### src/sv/brst_pkg.sv
// shared types, operation codes and the popcount helper for the rank/select tree
// no dependencies; imported by brst_sel and bitmap_rank_select_tree
package brst_pkg;

   localparam int MAX_WORD_BITS = 64;
   localparam int POS_BITS      = $clog2(MAX_WORD_BITS);

   localparam logic [2:0] FN_SET    = 3'd0;
   localparam logic [2:0] FN_GET    = 3'd1;
   localparam logic [2:0] FN_REDUCE = 3'd2;
   localparam logic [2:0] FN_FIND1  = 3'd3;
   localparam logic [2:0] FN_FIND0  = 3'd4;
   localparam logic [2:0] FN_CLEAR  = 3'd5;

   typedef struct packed {
      logic                done;
      logic                found;
      logic [POS_BITS-1:0] bit_pos;
   } sel_result_type;

   function automatic logic [POS_BITS:0] popcount(input logic [MAX_WORD_BITS-1:0] word);
      logic [POS_BITS:0] sum;
      sum = '0;
      for (int i = 0; i < MAX_WORD_BITS; i++) begin
         sum = sum + (POS_BITS + 1)'(word[i]);
      end
      return sum;
   endfunction

endpackage

### src/sv/brst_mem.sv
// one write port, two read ports, registered synchronous read
// a read of the entry written at the same edge returns the new data; no dependencies
module brst_mem #(
   parameter int WIDTH = 32,
   parameter int DEPTH = 32
) (
   input  logic                     clock,
   input  logic                     wr_en,
   input  logic [$clog2(DEPTH)-1:0] wr_addr,
   input  logic [WIDTH-1:0]         wr_data,
   input  logic [$clog2(DEPTH)-1:0] rd_addr_a,
   input  logic [$clog2(DEPTH)-1:0] rd_addr_b,
   output logic [WIDTH-1:0]         rd_data_a,
   output logic [WIDTH-1:0]         rd_data_b
);

   logic [WIDTH-1:0] mem [DEPTH];
   logic [WIDTH-1:0] rd_a_ff;
   logic [WIDTH-1:0] rd_b_ff;

   always_ff @(posedge clock) begin
      if (wr_en) begin
         mem[wr_addr] <= wr_data;
      end
      rd_a_ff <= (wr_en && wr_addr == rd_addr_a) ? wr_data : mem[rd_addr_a];
      rd_b_ff <= (wr_en && wr_addr == rd_addr_b) ? wr_data : mem[rd_addr_b];
   end

   assign rd_data_a = rd_a_ff;
   assign rd_data_b = rd_b_ff;

endmodule

### src/sv/brst_sel.sv
// select unit: finds the rank-th set bit of one leaf word, one byte per cycle
// depends on brst_pkg for sel_result_type and popcount
module brst_sel #(
   parameter int WORD_BITS = 32
) (
   input  logic                     clock,
   input  logic                     reset,
   input  logic                     start,
   input  logic [WORD_BITS-1:0]     word,
   input  logic [9:0]               rank,
   output brst_pkg::sel_result_type result
);
   import brst_pkg::*;

   localparam int NCH  = (WORD_BITS + 7) / 8;
   localparam int PADW = NCH * 8;
   localparam int CNTW = $clog2(NCH + 1);

   logic                active_ff, active_in;
   logic [PADW-1:0]     word_ff, word_in;
   logic [9:0]          rank_ff, rank_in;
   logic [CNTW-1:0]     left_ff, left_in;
   logic [POS_BITS-1:0] base_ff, base_in;
   sel_result_type      res_ff, res_in;

   logic [7:0] chunk;
   logic [3:0] chunk_pop;
   logic       in_chunk;
   logic       hit;
   logic [2:0] hit_pos;
   logic [3:0] seen;

   always_comb begin
      chunk     = word_ff[7:0];
      chunk_pop = 4'(popcount(MAX_WORD_BITS'(chunk)));
      in_chunk  = rank_ff < 10'(chunk_pop);
      hit       = 1'b0;
      hit_pos   = '0;
      seen      = '0;
      for (int k = 0; k < 8; k++) begin
         if (chunk[k]) begin
            if (!hit && seen == {1'b0, rank_ff[2:0]}) begin
               hit     = 1'b1;
               hit_pos = 3'(k);
            end
            seen = seen + 4'd1;
         end
      end

      active_in = active_ff;
      word_in   = word_ff;
      rank_in   = rank_ff;
      left_in   = left_ff;
      base_in   = base_ff;
      res_in    = '0;
      if (start) begin
         active_in = 1'b1;
         word_in   = PADW'(word);
         rank_in   = rank;
         left_in   = CNTW'(NCH - 1);
         base_in   = '0;
      end else if (active_ff) begin
         if (in_chunk) begin
            active_in      = 1'b0;
            res_in.done    = 1'b1;
            res_in.found   = 1'b1;
            res_in.bit_pos = base_ff + POS_BITS'(hit_pos);
         end else if (left_ff == '0) begin
            active_in   = 1'b0;
            res_in.done = 1'b1;
         end else begin
            rank_in = rank_ff - 10'(chunk_pop);
            word_in = word_ff >> 8;
            left_in = left_ff - CNTW'(1);
            base_in = base_ff + POS_BITS'(8);
         end
      end
   end

   always_ff @(posedge clock) begin
      word_ff <= word_in;
      rank_ff <= rank_in;
      left_ff <= left_in;
      base_ff <= base_in;
      if (reset) begin
         active_ff <= 1'b0;
         res_ff    <= '0;
      end else begin
         active_ff <= active_in;
         res_ff    <= res_in;
      end
   end

   assign result = res_ff;

endmodule

### src/sv/bitmap_rank_select_tree.sv
// Bitmap of LEAF_WORDS x WORD_BITS bits under a heap-ordered tree of popcounts.
// Leaf words and tree counts each sit in a brst_mem; word select runs in brst_sel.
// Depends on brst_pkg, brst_mem and brst_sel.
//
// Command channel: an operation transfers at a clock edge with start high and busy low.
// Each operation gives one result, shown for exactly one cycle with rsp_valid high;
// the receiver cannot stall, so the result is gone after that cycle.
// Steps from the start transfer to the rsp_valid cycle:
//   set / get: divide by the word size, leaf read, then write back or bit pick
//   reduce: one tree node per cycle, bottom-up, two reads each
//   find: one tree level per memory read, then the byte-serial select in the leaf
//     word; only the range check when out of range
//   clear: one entry of both memories per cycle
//   unknown operation: the result with no other step
// busy stays high until the result cycle, so operations never overlap.
// After reset a clearing pass zeroes both memories and the root count with busy
// high, with no result. rsp_total_ones is the root count of the last reduce or clear.
module bitmap_rank_select_tree #(
   parameter int WORD_BITS  = 32,
   parameter int LEAF_WORDS = 32
) (
   input  logic        clock,
   input  logic        reset,
   input  logic        start,
   output logic        busy,
   input  logic [2:0]  req_func,
   input  logic [9:0]  req_bit_index,
   input  logic        req_bit_value_in,
   output logic        rsp_valid,
   output logic        rsp_bit_value_out,
   output logic        rsp_found,
   output logic [9:0]  rsp_position,
   output logic [10:0] rsp_total_ones
);
   import brst_pkg::*;

   localparam int LW        = $clog2(LEAF_WORDS);
   localparam int NUM_BITS  = LEAF_WORDS * WORD_BITS;
   localparam int HALF_BITS = NUM_BITS / 2;
   localparam int CW        = $clog2(NUM_BITS + 1);
   localparam int CMPW      = (CW > 10) ? CW : 10;
   localparam int BW        = $clog2(WORD_BITS);
   localparam int SH        = 20;
   localparam int RECIP     = ((1 << SH) + WORD_BITS - 1) / WORD_BITS;
   localparam int PW        = 10 + $clog2(RECIP + 1);
   localparam int PFW       = LW + 8;

   typedef enum logic [3:0] {
      ST_CLEAR,
      ST_IDLE,
      ST_DIV,
      ST_SG_ADDR,
      ST_SG_DATA,
      ST_RED,
      ST_RED_END,
      ST_FIND_CHK,
      ST_FIND_WALK,
      ST_FIND_LEAF,
      ST_SEL
   } state_type;

   state_type      state_ff, state_in;
   logic [2:0]     func_ff, func_in;
   logic [9:0]     idx_ff, idx_in;
   logic           val_ff, val_in;
   logic [9:0]     q_ff, q_in;
   logic [BW-1:0]  bitsel_ff, bitsel_in;
   logic [LW-1:0]  ptr_ff, ptr_in;
   logic           red_go_ff, red_go_in;
   logic [LW-1:0]  red_node_ff, red_node_in;
   logic           red_leaf_ff, red_leaf_in;
   logic [LW-1:0]  node_ff, node_in;
   logic [9:0]     r_ff, r_in;
   logic [CW-1:0]  cap_ff, cap_in;
   logic           ones_ff, ones_in;
   logic [LW-1:0]  leaf_ff, leaf_in;
   logic [CW-1:0]  root_ff, root_in;
   logic           clr_rsp_ff, clr_rsp_in;
   logic           rsp_valid_ff, rsp_valid_in;
   logic           rsp_bit_ff, rsp_bit_in;
   logic           rsp_found_ff, rsp_found_in;
   logic [9:0]     rsp_pos_ff, rsp_pos_in;

   logic                 lf_we;
   logic [LW-1:0]        lf_waddr;
   logic [WORD_BITS-1:0] lf_wdata;
   logic [LW-1:0]        lf_ra_a, lf_ra_b;
   logic [WORD_BITS-1:0] lf_rd_a, lf_rd_b;
   logic                 ct_we;
   logic [LW-1:0]        ct_waddr;
   logic [CW-1:0]        ct_wdata;
   logic [LW-1:0]        ct_ra_a, ct_ra_b;
   logic [CW-1:0]        ct_rd_a, ct_rd_b;

   logic                 sel_start;
   logic [WORD_BITS-1:0] sel_word;
   sel_result_type       sel_res;

   logic [PW-1:0]        prod;
   logic [9:0]           rem;
   logic [WORD_BITS-1:0] bit_mask;
   logic [CW-1:0]        red_sum;
   logic [CMPW-1:0]      avail;
   logic [CW-1:0]        cnt;
   logic [CW-1:0]        avl;
   logic                 go_right;
   logic [LW-1:0]        child;
   logic [PFW-1:0]       pos_full;

   brst_mem #(
      .WIDTH (WORD_BITS),
      .DEPTH (LEAF_WORDS)
   ) u_leaf_mem (
      .clock     (clock),
      .wr_en     (lf_we),
      .wr_addr   (lf_waddr),
      .wr_data   (lf_wdata),
      .rd_addr_a (lf_ra_a),
      .rd_addr_b (lf_ra_b),
      .rd_data_a (lf_rd_a),
      .rd_data_b (lf_rd_b)
   );

   brst_mem #(
      .WIDTH (CW),
      .DEPTH (LEAF_WORDS)
   ) u_count_mem (
      .clock     (clock),
      .wr_en     (ct_we),
      .wr_addr   (ct_waddr),
      .wr_data   (ct_wdata),
      .rd_addr_a (ct_ra_a),
      .rd_addr_b (ct_ra_b),
      .rd_data_a (ct_rd_a),
      .rd_data_b (ct_rd_b)
   );

   brst_sel #(
      .WORD_BITS (WORD_BITS)
   ) u_sel (
      .clock  (clock),
      .reset  (reset),
      .start  (sel_start),
      .word   (sel_word),
      .rank   (r_ff),
      .result (sel_res)
   );

   always_comb begin
      prod     = PW'(idx_ff) * PW'(RECIP);
      rem      = idx_ff - 10'(q_ff * 10'(WORD_BITS));
      bit_mask = WORD_BITS'(1) << bitsel_ff;
      red_sum  = red_leaf_ff
               ? CW'(popcount(MAX_WORD_BITS'(lf_rd_a))) + CW'(popcount(MAX_WORD_BITS'(lf_rd_b)))
               : ct_rd_a + ct_rd_b;
      if (ones_ff) begin
         avail = CMPW'(root_ff);
      end else if (root_ff > CW'(NUM_BITS)) begin
         avail = '0;
      end else begin
         avail = CMPW'(CW'(NUM_BITS) - root_ff);
      end
      cnt = node_ff[LW-1] ? CW'(popcount(MAX_WORD_BITS'(lf_rd_a))) : ct_rd_a;
      if (ones_ff) begin
         avl = cnt;
      end else if (cnt > cap_ff) begin
         avl = '0;
      end else begin
         avl = cap_ff - cnt;
      end
      go_right = CMPW'(r_ff) >= CMPW'(avl);
      child    = LW'({node_ff, go_right});
      pos_full = PFW'(leaf_ff) * PFW'(WORD_BITS) + PFW'(sel_res.bit_pos);

      state_in     = state_ff;
      func_in      = func_ff;
      idx_in       = idx_ff;
      val_in       = val_ff;
      q_in         = q_ff;
      bitsel_in    = bitsel_ff;
      ptr_in       = ptr_ff;
      red_go_in    = 1'b0;
      red_node_in  = red_node_ff;
      red_leaf_in  = red_leaf_ff;
      node_in      = node_ff;
      r_in         = r_ff;
      cap_in       = cap_ff;
      ones_in      = ones_ff;
      leaf_in      = leaf_ff;
      root_in      = root_ff;
      clr_rsp_in   = clr_rsp_ff;
      rsp_valid_in = 1'b0;
      rsp_bit_in   = rsp_bit_ff;
      rsp_found_in = rsp_found_ff;
      rsp_pos_in   = rsp_pos_ff;

      lf_we     = 1'b0;
      lf_waddr  = leaf_ff;
      lf_wdata  = '0;
      lf_ra_a   = '0;
      lf_ra_b   = '0;
      ct_we     = red_go_ff;
      ct_waddr  = red_node_ff;
      ct_wdata  = red_sum;
      ct_ra_a   = '0;
      ct_ra_b   = '0;
      sel_start = 1'b0;
      sel_word  = ones_ff ? lf_rd_a : ~lf_rd_a;

      if (red_go_ff && red_node_ff == LW'(1)) begin
         root_in = red_sum;
      end

      case (state_ff)
         ST_CLEAR: begin
            lf_we    = 1'b1;
            lf_waddr = ptr_ff;
            lf_wdata = '0;
            ct_we    = 1'b1;
            ct_waddr = ptr_ff;
            ct_wdata = '0;
            root_in  = '0;
            ptr_in   = ptr_ff + LW'(1);
            if (ptr_ff == LW'(LEAF_WORDS - 1)) begin
               state_in     = ST_IDLE;
               rsp_valid_in = clr_rsp_ff;
            end
         end
         ST_IDLE: begin
            if (start) begin
               func_in      = req_func;
               idx_in       = req_bit_index;
               val_in       = req_bit_value_in;
               ones_in      = (req_func == FN_FIND1);
               rsp_bit_in   = 1'b0;
               rsp_found_in = 1'b0;
               rsp_pos_in   = '0;
               case (req_func)
                  FN_SET, FN_GET: begin
                     state_in = ST_DIV;
                  end
                  FN_REDUCE: begin
                     state_in = ST_RED;
                     ptr_in   = LW'(LEAF_WORDS - 1);
                  end
                  FN_FIND1, FN_FIND0: begin
                     state_in = ST_FIND_CHK;
                  end
                  FN_CLEAR: begin
                     state_in   = ST_CLEAR;
                     ptr_in     = '0;
                     clr_rsp_in = 1'b1;
                  end
                  default: begin
                     rsp_valid_in = 1'b1;
                  end
               endcase
            end
         end
         ST_DIV: begin
            q_in     = 10'(prod >> SH);
            state_in = ST_SG_ADDR;
         end
         ST_SG_ADDR: begin
            bitsel_in = BW'(rem);
            if (11'(q_ff) < 11'(LEAF_WORDS)) begin
               lf_ra_a  = LW'(q_ff);
               leaf_in  = LW'(q_ff);
               state_in = ST_SG_DATA;
            end else begin
               state_in     = ST_IDLE;
               rsp_valid_in = 1'b1;
            end
         end
         ST_SG_DATA: begin
            if (func_ff == FN_SET) begin
               lf_we    = 1'b1;
               lf_waddr = leaf_ff;
               lf_wdata = val_ff ? (lf_rd_a | bit_mask) : (lf_rd_a & ~bit_mask);
            end else begin
               rsp_bit_in = lf_rd_a[bitsel_ff];
            end
            state_in     = ST_IDLE;
            rsp_valid_in = 1'b1;
         end
         ST_RED: begin
            lf_ra_a     = LW'({ptr_ff, 1'b0});
            lf_ra_b     = LW'({ptr_ff, 1'b1});
            ct_ra_a     = LW'({ptr_ff, 1'b0});
            ct_ra_b     = LW'({ptr_ff, 1'b1});
            red_go_in   = 1'b1;
            red_node_in = ptr_ff;
            red_leaf_in = ptr_ff[LW-1];
            if (ptr_ff == LW'(1)) begin
               state_in = ST_RED_END;
            end else begin
               ptr_in = ptr_ff - LW'(1);
            end
         end
         ST_RED_END: begin
            state_in     = ST_IDLE;
            rsp_valid_in = 1'b1;
         end
         ST_FIND_CHK: begin
            if (CMPW'(idx_ff) < avail) begin
               node_in  = LW'(1);
               r_in     = idx_ff;
               cap_in   = CW'(HALF_BITS);
               lf_ra_a  = LW'({LW'(1), 1'b0});
               ct_ra_a  = LW'({LW'(1), 1'b0});
               state_in = ST_FIND_WALK;
            end else begin
               state_in     = ST_IDLE;
               rsp_valid_in = 1'b1;
            end
         end
         ST_FIND_WALK: begin
            if (go_right) begin
               r_in = 10'(CMPW'(r_ff) - CMPW'(avl));
            end
            cap_in = cap_ff >> 1;
            if (node_ff[LW-1]) begin
               lf_ra_a  = child;
               leaf_in  = child;
               state_in = ST_FIND_LEAF;
            end else begin
               node_in = child;
               lf_ra_a = LW'({child, 1'b0});
               ct_ra_a = LW'({child, 1'b0});
            end
         end
         ST_FIND_LEAF: begin
            sel_start = 1'b1;
            state_in  = ST_SEL;
         end
         ST_SEL: begin
            if (sel_res.done) begin
               rsp_found_in = sel_res.found;
               rsp_pos_in   = sel_res.found ? 10'(pos_full) : '0;
               state_in     = ST_IDLE;
               rsp_valid_in = 1'b1;
            end
         end
         default: begin
            state_in = ST_IDLE;
         end
      endcase
   end

   always_ff @(posedge clock) begin
      func_ff      <= func_in;
      idx_ff       <= idx_in;
      val_ff       <= val_in;
      q_ff         <= q_in;
      bitsel_ff    <= bitsel_in;
      red_node_ff  <= red_node_in;
      red_leaf_ff  <= red_leaf_in;
      node_ff      <= node_in;
      r_ff         <= r_in;
      cap_ff       <= cap_in;
      ones_ff      <= ones_in;
      leaf_ff      <= leaf_in;
      rsp_bit_ff   <= rsp_bit_in;
      rsp_found_ff <= rsp_found_in;
      rsp_pos_ff   <= rsp_pos_in;
      if (reset) begin
         state_ff     <= ST_CLEAR;
         ptr_ff       <= '0;
         red_go_ff    <= 1'b0;
         root_ff      <= '0;
         clr_rsp_ff   <= 1'b0;
         rsp_valid_ff <= 1'b0;
      end else begin
         state_ff     <= state_in;
         ptr_ff       <= ptr_in;
         red_go_ff    <= red_go_in;
         root_ff      <= root_in;
         clr_rsp_ff   <= clr_rsp_in;
         rsp_valid_ff <= rsp_valid_in;
      end
   end

   assign busy              = (state_ff != ST_IDLE);
   assign rsp_valid         = rsp_valid_ff;
   assign rsp_bit_value_out = rsp_bit_ff;
   assign rsp_found         = rsp_found_ff;
   assign rsp_position      = rsp_pos_ff;
   assign rsp_total_ones    = 11'(root_ff);

endmodule
### config.mk
export PLATFORM = sky130hd
export DESIGN_NAME = bitmap_rank_select_tree
export DESIGN_NICKNAME = d
export VERILOG_FILES = /design/src/sv/brst_pkg.sv /design/src/sv/brst_mem.sv /design/src/sv/brst_sel.sv /design/src/sv/bitmap_rank_select_tree.sv
export SDC_FILE = /design/constraint.sdc
export NUM_CORES = 2
export LEC_CHECK = 0
export BUFFER_PORTS_ARGS = -buffer_cell sky130_fd_sc_hd__buf_2
export CORE_MARGIN = 2
export CORE_UTILIZATION = 60
export CTS_CLUSTER_SIZE = 25
export DETAILED_ROUTE_END_ITERATION = 16
export PLACE_DENSITY = 0.76
export SYNTH_ARGS = -nofsm -noshare
export SYNTH_HDL_FRONTEND = slang
export SYNTH_SLANG_ARGS = --single-unit
export TNS_END_PERCENT = 20
### constraint.sdc
create_clock -name clock -period 36.1 [get_ports clock]
set_clock_uncertainty 0.15 [all_clocks]
set_input_delay 0 -clock clock [delete_from_list [all_inputs] [get_ports clock]]
set_output_delay 0 -clock clock [all_outputs]
set_load 0.05 [all_outputs]
==> impl_metrics.toml <==
[routing]
drt-initial-drc-count = 7667
ant_nets = 0
drt_first_pass_iters = 7
wl_per_cell_um = 35.6
num_vias = 44400
drc = 0
totalWireLength_um = 214000
viasPerCell = 7.37

[synthesis]
synth_fp_nets = 4311
synth_edf_count = 1490
syn_area_um2 = 74700
synth_cell_type_count = 94
synth_seq_area_share_pct = 61.3
ys_ff_latch = 1542
async_reset_ff_share_pct = 0
syn_inst = 4153
syn_avg_cell_area_um2 = 18.0
synth_ff_type = "edfxtp_1"
yosys_warnings = 0

[grt]
antenna_found_initial = 4
grt_usage_pct = 34.2
use_met3_pct = 8.68
grt_max_degree = 107
grt-ovfl-total = 0
grt-busiest-layer = "met2"
grt_pass1_wl_um = 308000
grt_pass1_vias = 44300
grt_use_met1_pct = 46.8
use_met2_pct = 52.1

[sta]
hold_ws_ns = 0.158
hold_viol_final = 0
final_max_slew_viol_count = 0
slew_headroom_pct = 13.3
tns_ns = 0
clock.fmax_mhz = 73.6
setup_viol_count_final = 0
tightest_slew_ns = 1.30
post-route-period-util_pct = 37.6
min_period_ns = 13.58
rsz0062_at_grt = "no"

[floorplan]
start_util_pct = 60.4
die_h_um = 357
die_w_um = 357
pin_count = 42
coreArea_um2 = 124000
die_area_um2 = 127000
num_rows = 129

[clocking]
cts.repair.resized = 0
cts_tree = "done"
clk_path_buf_depth = 3
cts.reportedPaths.clkPinSlew_ns = 0.06
clk-insertion-delay-late_ns = 0.81
htree_num_levels = 4
root_buffer = "clkbuf_16"
cts_buffers = 153
cts_sinks = 1542

[worst_setup_path]
cp_common_cell = "fa_1"
worstSetupPathType = "reg -> reg"
worst_ep_required_time_ns = 36.39
slowest_delay_ns = 0.89
crit_fanout = 50
start_kind = "flip-flop"
cp-end-kind = "flip-flop"
cp_slowest_cell = "nor4_2"
crit_arrival_ns = 13.87

[place]
io_buffers = 41
gp_congestion = 0.949
place_area_um2 = 77200
hpwlAfterDp_um = 124000

[final_layout]
syn_to_final_growth_pct = 10.2
final_area_um2 = 82300
drive_gt1_share_pct = 28.7
fillers = 7949
num-nets-final = 4423

[worst_hold_path]
worstHoldPathType = "in -> reg"

[run_status]
status = "finished clean"

[flow_run]
max_cap_violations = 0
## per-stage QoR
stage          util (%)  setup slack (ns)  cells
3_3_place_gp       62.4             22.75   5714
6_report           66.6             22.52   6025
3_5_place_dp       62.4             22.70   5714
2_1_floorplan         -             24.70   4153
5_1_grt            66.6             21.74   6021
4_1_cts            66.6             22.59   6021
## placed cells by master, fill, tap and decap left out, drive strengths merged, types with 31 or more instances in the layout
cell         count
a22oi           67
mux2i          104
clkbuf         197
nor3            41
dlygate4sd3     33
nand3           40
fa              58
ha              83
mux2            34
clkinv          56
xnor2           71
nand2          191
a211oi          31
edfxtp        1490
nor2           227
mux4           716
a21oi           84
dfxtp           52
buf            191
inv            125
o21ai           92
## kinds of logic (layout without fill, tap and decap cells)
family / count (synthesis) / in the layout / synth area share [%]
AOI/OAI and AO/OA: 450 / 450 / 4.07
adders and majority gates: 143 / 143 / 2.97
buffers and inverters: 390 / 621 / 2.57
and+or+nand+nor: 673 / 673 / 4.23
DFF: 1542 / 1542 / 61.3
xor gates and xnor gates: 101 / 101 / 1.24
other: 0 / 4 / 0
muxes: 854 / 854 / 23.6
## final timing paths
check,startpoint,cells after the start,to,slack (ns)
max,flip-flop,32,u_count_mem.mem[22][6],22.52
min,req_func[2],4,ones_ff,0.16
max reg2reg,flip-flop,32,u_count_mem.mem[22][6],22.52
min reg2reg,u_sel.base_ff[5],1,u_sel.result[5],0.33
## sequential cells by signal, indices dropped and copies added, names as in the netlist, 8 cells and up, named ones only
signal	cells
u_leaf_mem.mem	1024
cap_ff	10
idx_ff	10
u_sel.result	8
u_sel.rank_ff	10
rsp_total_ones	11
r_ff	10
u_sel.word_ff	32
rsp_position	10
u_count_mem.mem	352
## cell usage after synthesis (21+ instances only)
cell type	number	area, um^2
edfxtp_1	1490	44700
xor2_1	27	236
mux4_2	691	15600
a211oi_1	31	233
fa_1	58	1160
o21ai_0	86	430
xnor2_1	71	622
mux4_1	24	631
buf_2	21	105
and2_1	23	144
ha_1	83	1040
a22oi_1	66	495
nor3_1	40	200
nand2b_1	22	138
nand3_1	40	200
nor2_1	227	852
and3_1	29	181
nor2b_1	27	169
clkbuf_1	151	567
nand2_1	191	717
o22ai_1	25	156
mux2_2	34	383
buf_1	44	165
inv_1	118	443
dfxtp_1	52	1040
a21oi_1	83	415
mux2i_1	104	1040
## metal layers
layer | share of wire (%) | vias up
li1 | - | 17400
met1 | 35 | 22800
met2 | 47 | 3554
met3 | 13 | 681
met4 | 5.4 | 4
met5 | 0.013 | -
## cell type report
class	count	area, um^2	area share [%]
flip-flops and latches	1542	45800	55.7
multi-input cells	2221	27500	33.4
clock buffers	197	4110	4.99
well taps	1637	2050	2.49
repair buffers	224	1710	2.08
clock inverters	77	657	0.798
inverters	123	462	0.561
diodes	4	10.0	0.0122
## worst max-delay path: cells and delay by family (launching register included)
family	cells	cell delay, ns
buffers and inverters	6	1.77
flip-flops	1	0.88
XOR/XNOR	1	0.09
AO/OA/AOI/OAI	6	1.02
AND/OR/NAND/NOR	3	1.85
multiplexers	1	0.34
adder cells (fa/ha/maj)	15	6.98
## timing repair
item / CTS / global route
hold endpoints to repair: 65 / 0
buffers inserted: 0 / 0
hold buffers: 33 / 0
Power is left out: the tool's default activity adds up to more than one toggle a clock period on the data nets, which glitch-free logic cannot reach.
